`src/rtl/lrlf_pkg.sv`:
```
`timescale 1ns / 1ps
// ----------------------------------------------------------------------------
// lrlf_pkg
// Shared types, constants and helpers for the LED ring level frame renderer.
// ----------------------------------------------------------------------------
package lrlf_pkg;

	localparam int PIXEL_COUNT = 12;
	localparam int PIX_W       = $clog2(PIXEL_COUNT);
	localparam int LIT_W       = $clog2(PIXEL_COUNT + 1);

	localparam int NOW_W      = 32;
	localparam int STEP_W     = 16;
	localparam int DIV_BITS   = 2;
	localparam int DIV_STAGES = NOW_W / DIV_BITS;

	localparam int CFG_IDX_W = 1;

	localparam int RESET_STEP    = 90;
	localparam int RESET_GLOW    = 18;
	localparam int BASE_MIN      = 10;
	localparam int BASE_SPAN     = 150;
	localparam int SHIMMER_BOOST = 35;
	localparam int DIM_LEVEL     = 4;
	localparam int GREEN_BASE    = 55;
	localparam int GREEN_SPAN    = 20;
	localparam int BLUE_MUL      = 18;
	localparam int MAX_LEVEL     = 255;
	localparam int MOD_W         = $clog2(GREEN_SPAN);

	typedef enum logic [1:0] {
		FUNC_LEVEL = 2'd0,
		FUNC_OFF   = 2'd1,
		FUNC_GLOW  = 2'd2
	} func_t;

	typedef enum logic [CFG_IDX_W-1:0] {
		REG_SHIMMER_STEP = 1'b0,
		REG_GLOW_LEVEL   = 1'b1
	} cfg_reg_t;

	typedef struct packed {
		logic [1:0]       func;
		logic [7:0]       energy;
		logic [NOW_W-1:0] now_ms;
	} req_t;

	typedef struct packed {
		logic [3:0] pixel_index;
		logic [7:0] red;
		logic [7:0] green;
		logic [7:0] blue;
		logic       last_pixel;
	} pix_t;

	// floor(x / 255), exact for products of two 8-bit values
	function automatic logic [7:0] div255(input logic [15:0] x);
		logic [16:0] s;
		s = 17'(x) + 17'(x[15:8]) + 17'd1;
		return s[15:8];
	endfunction

endpackage

```
`src/rtl/led_ring_level_frame.sv`:
```
`timescale 1ns / 1ps
// ----------------------------------------------------------------------------
// led_ring_level_frame
// Renders one warm-colored LED ring frame per request, one pixel item a cycle while pix_ready holds.
// ----------------------------------------------------------------------------
// Usage:
//   req channel (req_valid/req_ready/req): one item asks for a whole frame:
//   mode (level bar, off, glow), energy level and current time in ms.
//   pix channel (pix_valid/pix_ready/pix): PIXEL_COUNT items per frame in
//   pixel order, last_pixel set on the final one.
//   cfg channel (cfg_valid/cfg_ready/cfg_index/cfg_data): register writes,
//   always ready; write only while no frame is in flight.
// Path: request, stage 1, divider stages, serializer, px1, px2, output reg.
// Throughput: one pixel a cycle from the pixel serializer unless pix_ready
//   stalls it; requests flow back to back through the front pipeline and
//   queue behind the serializer.
// Reset: all pipelines empty, shimmer step = 90 ms, glow level = 18.
// Stall: when pix_ready is low every stage holds; nothing is lost or repeated,
//   and req_ready drops only once all stages in front are full.
// ----------------------------------------------------------------------------
module led_ring_level_frame (
	input  logic                            clk,
	input  logic                            arst_n,
	input  logic                            req_valid,
	output logic                            req_ready,
	input  lrlf_pkg::req_t                  req,
	output logic                            pix_valid,
	input  logic                            pix_ready,
	output lrlf_pkg::pix_t                  pix,
	input  logic                            cfg_valid,
	output logic                            cfg_ready,
	input  logic [lrlf_pkg::CFG_IDX_W-1:0]  cfg_index,
	input  logic [lrlf_pkg::STEP_W-1:0]     cfg_data
);
	import lrlf_pkg::*;

	// Stage 1: captured request with the two energy products
	typedef struct packed {
		logic [1:0]        func;
		logic [STEP_W-1:0] step;
		logic [7:0]        glow;
		logic [NOW_W-1:0]  now;
		logic [15:0]       prod_lit;
		logic [15:0]       prod_base;
	} s1_t;

	// Divider stages: partial remainder, remaining dividend bits and
	// quotient mod PIXEL_COUNT, plus frame parameters riding along
	typedef struct packed {
		logic [STEP_W-1:0] rem;
		logic [NOW_W-1:0]  num;
		logic [STEP_W-1:0] step;
		logic [PIX_W-1:0]  pos;
		logic [1:0]        func;
		logic [LIT_W-1:0]  lit;
		logic [7:0]        base;
		logic [7:0]        glow;
	} div_t;

	typedef struct packed {
		logic [1:0]       func;
		logic [LIT_W-1:0] lit;
		logic [7:0]       base;
		logic [7:0]       glow;
		logic [PIX_W-1:0] pos;
	} frame_t;

	typedef struct packed {
		logic [PIX_W-1:0] idx;
		logic [MOD_W-1:0] mod;
		logic [7:0]       level;
		logic             last;
	} px1_t;

	typedef struct packed {
		logic [PIX_W-1:0] idx;
		logic [7:0]       level;
		logic [15:0]      g_prod;
		logic [15:0]      b_prod;
		logic             last;
	} px2_t;

	// ---------------------------------------------------------------- config
	logic [STEP_W-1:0] shimmer_step_q;
	logic [7:0]        glow_level_q;

	assign cfg_ready = 1'b1;

	always_ff @(posedge clk or negedge arst_n) begin
		if (!arst_n) begin
			shimmer_step_q <= STEP_W'(RESET_STEP);
			glow_level_q   <= 8'(RESET_GLOW);
		end else if (cfg_valid) begin
			case (cfg_reg_t'(cfg_index))
				REG_SHIMMER_STEP: shimmer_step_q <= cfg_data;
				REG_GLOW_LEVEL:   glow_level_q   <= cfg_data[7:0];
				default: ;
			endcase
		end
	end

	// --------------------------------------------------------- stall control
	logic                  en_s1;
	logic [DIV_STAGES-1:0] en_div;
	logic                  en_px1, en_px2, en_out;
	logic                  ser_take, ser_emit, ser_done;

	logic                  v_s1;
	logic [DIV_STAGES-1:0] v_div_s;
	logic                  v_px1_s1, v_px2_s2;
	logic                  busy_q;

	assign en_out = !pix_valid || pix_ready;
	assign en_px2 = !v_px2_s2 || en_out;
	assign en_px1 = !v_px1_s1 || en_px2;

	// ------------------------------------------------------------- stage 1
	s1_t s1_d, data_s1;

	assign req_ready = en_s1;
	assign en_s1     = !v_s1 || en_div[0];

	always_comb begin
		s1_d.func      = req.func;
		s1_d.step      = (shimmer_step_q == '0) ? STEP_W'(1) : shimmer_step_q;
		s1_d.glow      = glow_level_q;
		s1_d.now       = req.now_ms;
		s1_d.prod_lit  = 16'(req.energy) * 16'(PIXEL_COUNT - 1);
		s1_d.prod_base = 16'(req.energy) * 16'(BASE_SPAN);
	end

	always_ff @(posedge clk or negedge arst_n) begin
		if (!arst_n) begin
			v_s1 <= 1'b0;
		end else if (en_s1) begin
			v_s1 <= req_valid;
		end
	end

	always_ff @(posedge clk) begin
		if (en_s1 && req_valid) begin
			data_s1 <= s1_d;
		end
	end

	// ------------------------------------------------------- divider stages
	// Restoring division of now_ms by the step, DIV_BITS quotient bits per
	// stage. Only the quotient mod PIXEL_COUNT is kept: pos = 2*pos + bit,
	// folded back below PIXEL_COUNT with one subtract.
	div_t div_s   [DIV_STAGES];
	div_t div_src [DIV_STAGES];
	div_t div_nxt [DIV_STAGES];
	div_t div_in0;

	always_comb begin
		div_in0.rem  = '0;
		div_in0.num  = data_s1.now;
		div_in0.step = data_s1.step;
		div_in0.pos  = '0;
		div_in0.func = data_s1.func;
		div_in0.lit  = LIT_W'(9'(div255(data_s1.prod_lit)) + 9'd1);
		div_in0.base = 8'(BASE_MIN) + div255(data_s1.prod_base);
		div_in0.glow = data_s1.glow;
	end

	for (genvar k = 0; k < DIV_STAGES; k++) begin : g_div
		if (k == 0) begin : g_first
			assign div_src[k] = div_in0;
			assign en_div[k]  = !v_div_s[k] || en_div[k+1];
		end else if (k == DIV_STAGES - 1) begin : g_last
			assign div_src[k] = div_s[k-1];
			assign en_div[k]  = !v_div_s[k] || ser_take;
		end else begin : g_mid
			assign div_src[k] = div_s[k-1];
			assign en_div[k]  = !v_div_s[k] || en_div[k+1];
		end

		always_comb begin
			logic [STEP_W:0] r;
			logic [PIX_W:0]  p;
			logic            qb;
			div_nxt[k] = div_src[k];
			for (int b = 0; b < DIV_BITS; b++) begin
				r = {div_nxt[k].rem, div_nxt[k].num[NOW_W-1]};
				div_nxt[k].num = {div_nxt[k].num[NOW_W-2:0], 1'b0};
				if (r >= {1'b0, div_nxt[k].step}) begin
					div_nxt[k].rem = STEP_W'(r - {1'b0, div_nxt[k].step});
					qb = 1'b1;
				end else begin
					div_nxt[k].rem = r[STEP_W-1:0];
					qb = 1'b0;
				end
				p = {div_nxt[k].pos, qb};
				if (p >= (PIX_W+1)'(PIXEL_COUNT)) begin
					p = p - (PIX_W+1)'(PIXEL_COUNT);
				end
				div_nxt[k].pos = p[PIX_W-1:0];
			end
		end

		logic v_prev;
		if (k == 0) begin : g_v0
			assign v_prev = v_s1;
		end else begin : g_vk
			assign v_prev = v_div_s[k-1];
		end

		always_ff @(posedge clk or negedge arst_n) begin
			if (!arst_n) begin
				v_div_s[k] <= 1'b0;
			end else if (en_div[k]) begin
				v_div_s[k] <= v_prev;
			end
		end

		always_ff @(posedge clk) begin
			if (en_div[k] && v_prev) begin
				div_s[k] <= div_nxt[k];
			end
		end
	end

	// ----------------------------------------------------- pixel serializer
	// Holds one frame and walks the pixels; takes the next frame in the same
	// cycle it hands out the last pixel of the current one.
	frame_t           frame_q;
	logic [PIX_W-1:0] cnt_q;
	logic [MOD_W-1:0] mod_q;
	px1_t             px1_d, data_px1_s1;

	assign ser_emit = busy_q && en_px1;
	assign ser_done = ser_emit && (cnt_q == PIX_W'(PIXEL_COUNT - 1));
	assign ser_take = !busy_q || ser_done;

	always_ff @(posedge clk or negedge arst_n) begin
		if (!arst_n) begin
			busy_q <= 1'b0;
			cnt_q  <= '0;
			mod_q  <= '0;
		end else if (ser_take && v_div_s[DIV_STAGES-1]) begin
			busy_q <= 1'b1;
			cnt_q  <= '0;
			mod_q  <= '0;
		end else if (ser_done) begin
			busy_q <= 1'b0;
		end else if (ser_emit) begin
			cnt_q <= cnt_q + PIX_W'(1);
			mod_q <= (mod_q == MOD_W'(GREEN_SPAN - 1)) ? '0 : mod_q + MOD_W'(1);
		end
	end

	always_ff @(posedge clk) begin
		if (ser_take && v_div_s[DIV_STAGES-1]) begin
			frame_q.func <= div_s[DIV_STAGES-1].func;
			frame_q.lit  <= div_s[DIV_STAGES-1].lit;
			frame_q.base <= div_s[DIV_STAGES-1].base;
			frame_q.glow <= div_s[DIV_STAGES-1].glow;
			frame_q.pos  <= div_s[DIV_STAGES-1].pos;
		end
	end

	// pixel intensity; off mode is simply intensity zero
	always_comb begin
		logic [PIX_W:0] i_x, p_x;
		logic           near;
		logic [8:0]     boosted;
		i_x     = {1'b0, cnt_q};
		p_x     = {1'b0, frame_q.pos};
		near    = (i_x == p_x) || (i_x == p_x + (PIX_W+1)'(1)) ||
		          (p_x == i_x + (PIX_W+1)'(1));
		boosted = 9'(frame_q.base) + (near ? 9'(SHIMMER_BOOST) : 9'd0);
		px1_d.idx  = cnt_q;
		px1_d.mod  = mod_q;
		px1_d.last = (cnt_q == PIX_W'(PIXEL_COUNT - 1));
		case (func_t'(frame_q.func))
			FUNC_LEVEL: begin
				if (LIT_W'(cnt_q) < frame_q.lit) begin
					px1_d.level = (boosted > 9'(MAX_LEVEL)) ? 8'(MAX_LEVEL) : boosted[7:0];
				end else begin
					px1_d.level = 8'(DIM_LEVEL);
				end
			end
			FUNC_GLOW: px1_d.level = frame_q.glow;
			default:   px1_d.level = '0;
		endcase
	end

	always_ff @(posedge clk or negedge arst_n) begin
		if (!arst_n) begin
			v_px1_s1 <= 1'b0;
		end else if (en_px1) begin
			v_px1_s1 <= busy_q;
		end
	end

	always_ff @(posedge clk) begin
		if (ser_emit) begin
			data_px1_s1 <= px1_d;
		end
	end

	// ---------------------------------------------------- color multiplies
	px2_t px2_d, data_px2_s2;

	always_comb begin
		px2_d.idx    = data_px1_s1.idx;
		px2_d.level  = data_px1_s1.level;
		px2_d.last   = data_px1_s1.last;
		px2_d.g_prod = 16'(data_px1_s1.level) *
		               (16'(GREEN_BASE) + 16'(data_px1_s1.mod));
		px2_d.b_prod = 16'(data_px1_s1.level) * 16'(BLUE_MUL);
	end

	always_ff @(posedge clk or negedge arst_n) begin
		if (!arst_n) begin
			v_px2_s2 <= 1'b0;
		end else if (en_px2) begin
			v_px2_s2 <= v_px1_s1;
		end
	end

	always_ff @(posedge clk) begin
		if (en_px2 && v_px1_s1) begin
			data_px2_s2 <= px2_d;
		end
	end

	// ------------------------------------------------------ output register
	pix_t pix_d;

	always_comb begin
		pix_d.pixel_index = 4'(data_px2_s2.idx);
		pix_d.red         = data_px2_s2.level;
		pix_d.green       = div255(data_px2_s2.g_prod);
		pix_d.blue        = div255(data_px2_s2.b_prod);
		pix_d.last_pixel  = data_px2_s2.last;
	end

	always_ff @(posedge clk or negedge arst_n) begin
		if (!arst_n) begin
			pix_valid <= 1'b0;
		end else if (en_out) begin
			pix_valid <= v_px2_s2;
		end
	end

	always_ff @(posedge clk) begin
		if (en_out && v_px2_s2) begin
			pix <= pix_d;
		end
	end

endmodule

```
`config.mk`:
```
export PLATFORM = sky130hd
export DESIGN_NAME = led_ring_level_frame
export DESIGN_NICKNAME = d
export VERILOG_FILES = /design/src/rtl/lrlf_pkg.sv /design/src/rtl/led_ring_level_frame.sv
export SDC_FILE = /design/constraint.sdc
export NUM_CORES = 2
export LEC_CHECK = 0
export BUFFER_PORTS_ARGS = -buffer_cell sky130_fd_sc_hd__buf_2
export CORE_ASPECT_RATIO = 1.1
export CORE_UTILIZATION = 25
export CTS_CLUSTER_DIAMETER = 80
export DETAILED_ROUTE_END_ITERATION = 7
export GPL_ROUTABILITY_DRIVEN = 1
export GPL_TIMING_DRIVEN = 0
export HOLD_SLACK_MARGIN = 0.05
export PLACE_DENSITY_LB_ADDON = 0.12
export SYNTH_ARGS = -nofsm -noshare
export SYNTH_HDL_FRONTEND = slang
export SYNTH_SLANG_ARGS = --single-unit
```
`constraint.sdc`:
```
create_clock -name clk -period 6 [get_ports clk]
set_input_delay 1.2 -clock clk [delete_from_list [all_inputs] [get_ports clk]]
set_output_delay 1.2 -clock clk [all_outputs]
set_load 0.005 [all_outputs]
```
Yosys cells after proc, flatten, opt, wreduce, memory -nomap -nowiden
Memories as Yosys holds them, arrays and structs flattened. A register that Yosys moved wholly into a read port is not among the register bits.
Cells that the tools add are included.
Widths: inputs -> output; s select.
- memories kept: 1
- bits of input ports: 64
- register bits after elaboration: 227
- output and inout port bits: 32
- RAM bits: 1408
- $lt $le $gt $ge: 66
- multiplexer cells: 141
- multiply operators: 4
- reduce and logical (&&, ||, !) cells: 73
- bitwise operators: 1
- add/subtract/negate cells: 80
- eq/ne operators: 7
- memories (memory ; words ; width ; rd ports ; clocked after Yosys merged registers in ; write ports ; line ; text):
    div_s ; 16 ; 88 ; 16 ; 1 ; 16 ; led_ring_level_frame.sv:150 ; div_t div_s [DIV_STAGES];
- operators by type and width (operator ; number):
    $ge 17x16->1 ; 31
    $mux 16 ; 32
    $sub 16x16->16 ; 31
    $ge 5x4->1 const B ; 31
    $mux 4 ; 35
    $sub 4x4->4 const B ; 31
    $mux 1 ; 66
    $add 16x1->16 const B ; 2
    $add 16x8->16 ; 2
    $mul 8x4->12 const B ; 2
    $logic_or 1x1->1 ; 23
    $logic_and 1x1->1 ; 22
    $logic_not 1->1 ; 21
    $mux 5 ; 4
    $ge 1x16->1 ; 1
    $logic_not 16->1 ; 1
    $mux 8 ; 2
    $pmux 8 s2 ; 1
    $sub 1x16->16 ; 1
    $add 14x1->15 const B ; 1
    $mul 8x7->15 ; 1
    $mul 8x7->15 const B ; 1
    $add 13x5->14 ; 1
    $add 12x1->12 const B ; 1
    other kinds (22) ; 28

Logic depth before layout (Yosys ltp)
- depth after elaboration: 26
- mapped depth: 24
- mapped depth without buffers: 23

Worst setup path before layout
Ideal clock, no wire load.
- kind: input port to flip-flop
- start point: input port pix_ready
- end point: memory div_s[3][0] in the netlist's numbering, enable pin
- library setup time: 571 ps
- path slack: -1090 ps
- data required time: 5429 ps
- data arrival time: 6518 ps
- stages on the path: 7
- cells stage by stage: nor2b_1 and3_1 o211ai_1 nor3_1 nand3_1 nor2_1 a31oi_1
- RTL lines (element ; line ; text):
    from (decl) ; led_ring_level_frame.sv:28 ; input logic pix_ready,
    to (decl) ; led_ring_level_frame.sv:150 ;

==> run_results.csv <==
group,metric,value,unit
status,status,"complete, no violations",
cells_and_area,drive_gt1_share,13.8,%
clock_network,cts_root_buffer,"clkbuf_16",
placement,placedCellCount,10400,
timing,finalHoldViolations,0,
cells_and_area,mostFrequentLayoutCell,"edfxtp_1",
global_route,grt_pass1_wl,291000,um
power,power_density,333,nW/um^2
synthesis,yosysUniqueCellTypes,91,
cells_and_area,fill_cells,30900,
timing,worst_slew_pin_slew,1.24,ns
placement,placed_cell_area,82300,sq um
synthesis,synth_top_cells_by_area,"edfxtp_1 52%, ha_1 10%, mux2_2 4.0%",
timing,setup_viol,0,
placement,dp_hpwl,148000,um
detailed_routing,drt_first_pass_iters,7,
floorplan,ios,96,
synthesis,synth_seq_cells,1376,
floorplan,start_util,25.2,%
placement,io_buffer_count,92,
synthesis,synth_ff_type,"edfxtp_1",
detailed_routing,drt.antenna.violating_nets,0,
detailed_routing,vias,48400,
clock_network,cts_buffers,178,
cells_and_area,final_cells,10800,
power,leakage,33.5,nW
cells_and_area,fin_nets,7363,
clock_network,cts.sinks,1376,
cells_and_area,fin_area,88900,sq um
timing,relSlewSlack,17.6,%
floorplan,dieHeight,580,um
synthesis,ys_warn_count,0,
synthesis,synth_edf_count,1322,
placement,place_congestion,0.847,
synthesis,synth_area_leader_cell,"edfxtp_1",
power,vdd_ir_drop_max,189,uV
clock_network,cts_tree,"yes",
global_route,grt_max_degree,67,
global_route,antenna_found_initial,12,
cells_and_area,seqCellArea,41100,sq um
critical_path,worstSetupStartpointType,"flip-flop",
detailed_routing,viasPerCell,4.49,
floorplan,core-area,301000,sq um
clock_network,clock_latency,0.87,ns
critical_path,crit_required,6.55,ns
synthesis,synthArstFlopShare,3.92,%
clock_network,holdBufCountCts,0,
cells_and_area,layout_common_cells,"1322 x edfxtp_1, 631 x ha_1, 520 x inv_1",
detailed_routing,wl_per_cell,17.5,um
synthesis,synth_area,76000,sq um
floorplan,die_w,528,um
timing,slew_violations,0,
critical_path,crit_fanout,10,
timing,max_freq,0.173,GHz
floorplan,rows,211,
floorplan,fp.dieArea,306000,sq um
critical_path,worst-setup-path-type,"reg2reg",
timing,min_period,5.79,ns
global_route,grt_usage,12.2,%
hold_path,hold_class,"in2async",
synthesis,ys_seq_area_share,54.0,%
critical_path,end_kind,"flip-flop",
global_route,gr-total-overflow,0,
job,drv_cap,0,
timing,skew,0.128,ns
critical_path,cp_data_arrival_time,6.34,ns
detailed_routing,drc_errors,0,
clock_network,clockBufferDepth,4,
detailed_routing,drtIter0Drc,2618,
cells_and_area,syn_to_final_growth,16.9,%
clock_network,htree_levels,4,
timing,period_share,96.4,%
global_route,grt_pass1_vias,49900,
cells_and_area,multi_input_area,33200,sq um
synthesis,synthesis.instances,6262,
synthesis,synth_top_area_share,52.2,%
clock_network,clk_pin_slew,0.06,ns
detailed_routing,routed_wl,189000,um
synthesis,synth_area_per_cell,12.1,sq um
## flip-flops by register name, summed over array words and instances (netlist names)
name / cells
frame_q: 26
glow_level_q: 8
mod_q: 5
v_px2_s2: 1
pix: 27
v_px1_s1: 1
data_px2_s2: 37
cnt_q: 4
shimmer_step_q: 16
data_px1_s1: 18
div_s: 1134
busy_q: 1
v_div_s: 1
pix_valid: 1
g_div.v_prev: 16
data_s1: 80
## what timing repair did
action                                  in CTS  in global routing
endpoints found under the setup margin     222                201
setup buffers                               10                 29
pin swaps                                    7                 20
cloned                                       0                  0
gates resized for setup                    113                 80
## per-stage QoR
step	worst slack, ns	total power [mW]	TNS (ns)	utilization [%]	hold slack, ns
final	0.213	29.6	0	29.5	0.270
after detailed placement	-1.60	19.3	-159.80	27.3	0.405
after global placement	-1.97	19.2	-1043.14	27.1	0.401
after global routing	-0.0402	31.4	-0.292	29.5	0.216
after floorplan	0.637	17.3	0	-	0.400
after CTS	0.00536	30.1	0	29.3	0.205
## logic make-up after synthesis
family                   after synthesis  share of synthesized area, %
XOR/XNOR                             420                          4.84
buffers and inverters                632                          3.18
AND/OR/NAND/NOR                     1443                          9.32
adder cells (fa/ha/maj)              704                          12.3
multiplexers                         313                          4.67
AO/OA/AOI/OAI                       1372                          11.7
flip-flops                          1376                          54.0
other                                  2                       0.00988
## worst max-delay path: stages (launching register included)
cell and delay, ns:
edfxtp_1 0.43, inv_1 0.10, ha_1 0.36, and3_1 0.25, a221o_1 0.36, a21oi_2 0.22, nor2_1 0.07, a2111oi_0 0.35
and2_1 0.18, buf_4 0.21, mux2_2 0.39, ha_1 0.37, a21o_1 0.21, a21o_1 0.20, a211oi_4 0.34, o21ai_2 0.16
a221oi_2 0.35, nand2b_1 0.19, nand4_4 0.18, buf_4 0.27, mux2_2 0.29
## routing by layer
layer  global-route usage [%]  share of wire, %  up-vias
met5                        0                 0        -
met2                     22.0                50      764
met1                     14.5                43    23300
li1                         -                 -    24000
met3                     1.71               3.4      323
met4                     4.25               3.4        0
## power breakdown
part           switching [mW]  total [mW]  internal, mW
combinational            4.01        7.31          3.30
sequential              0.370        11.9          11.5
clock                    4.19        10.4          6.20
## path summary, 6_finish.rpt
kind                                    startpoint                        endpoint  cells after the start  slack (ns)
max                         div_s[2][36]$_DFFE_PP_          div_s[3][81]$_DFFE_PP_                     20        0.21
min                                         arst_n  shimmer_step_q[12]$_DFFE_PN0P_                      1        0.27
max reg2reg                 div_s[2][36]$_DFFE_PP_          div_s[3][81]$_DFFE_PP_                     20        0.21
min reg2reg                div_s[14][16]$_DFFE_PP_         div_s[15][16]$_DFFE_PP_                      0        0.39
max in group asynchronous                   arst_n            mod_q[0]$_DFFE_PN0P_                      2        5.18
min in group clk           div_s[14][16]$_DFFE_PP_         div_s[15][16]$_DFFE_PP_                      0        0.39
## cell type report
type,instances,area share [%]
Sequential cell,1376,46.2
Inverter,528,2.23
Timing Repair Buffer,161,1.56
Antenna cell,3,0.00845
Tap cell,4047,5.70
Clock buffer,210,5.23
Clock inverter,102,1.16
Multi-Input combinational cell,4255,37.3
Buffer,95,0.562
## Yosys cell counts (all sizes together) (93+ instances only)
cell type,instances
xor2,135
a21oi,376
xnor2,285
o21a,100
inv,528
o21ai,311
edfxtp,1322
nor2b,96
nor3,93
a21o,149
nor2,370
nand3,114
nand2,355
ha,632
mux2,278
No activity file was read; power rests on OpenSTA's default activity.
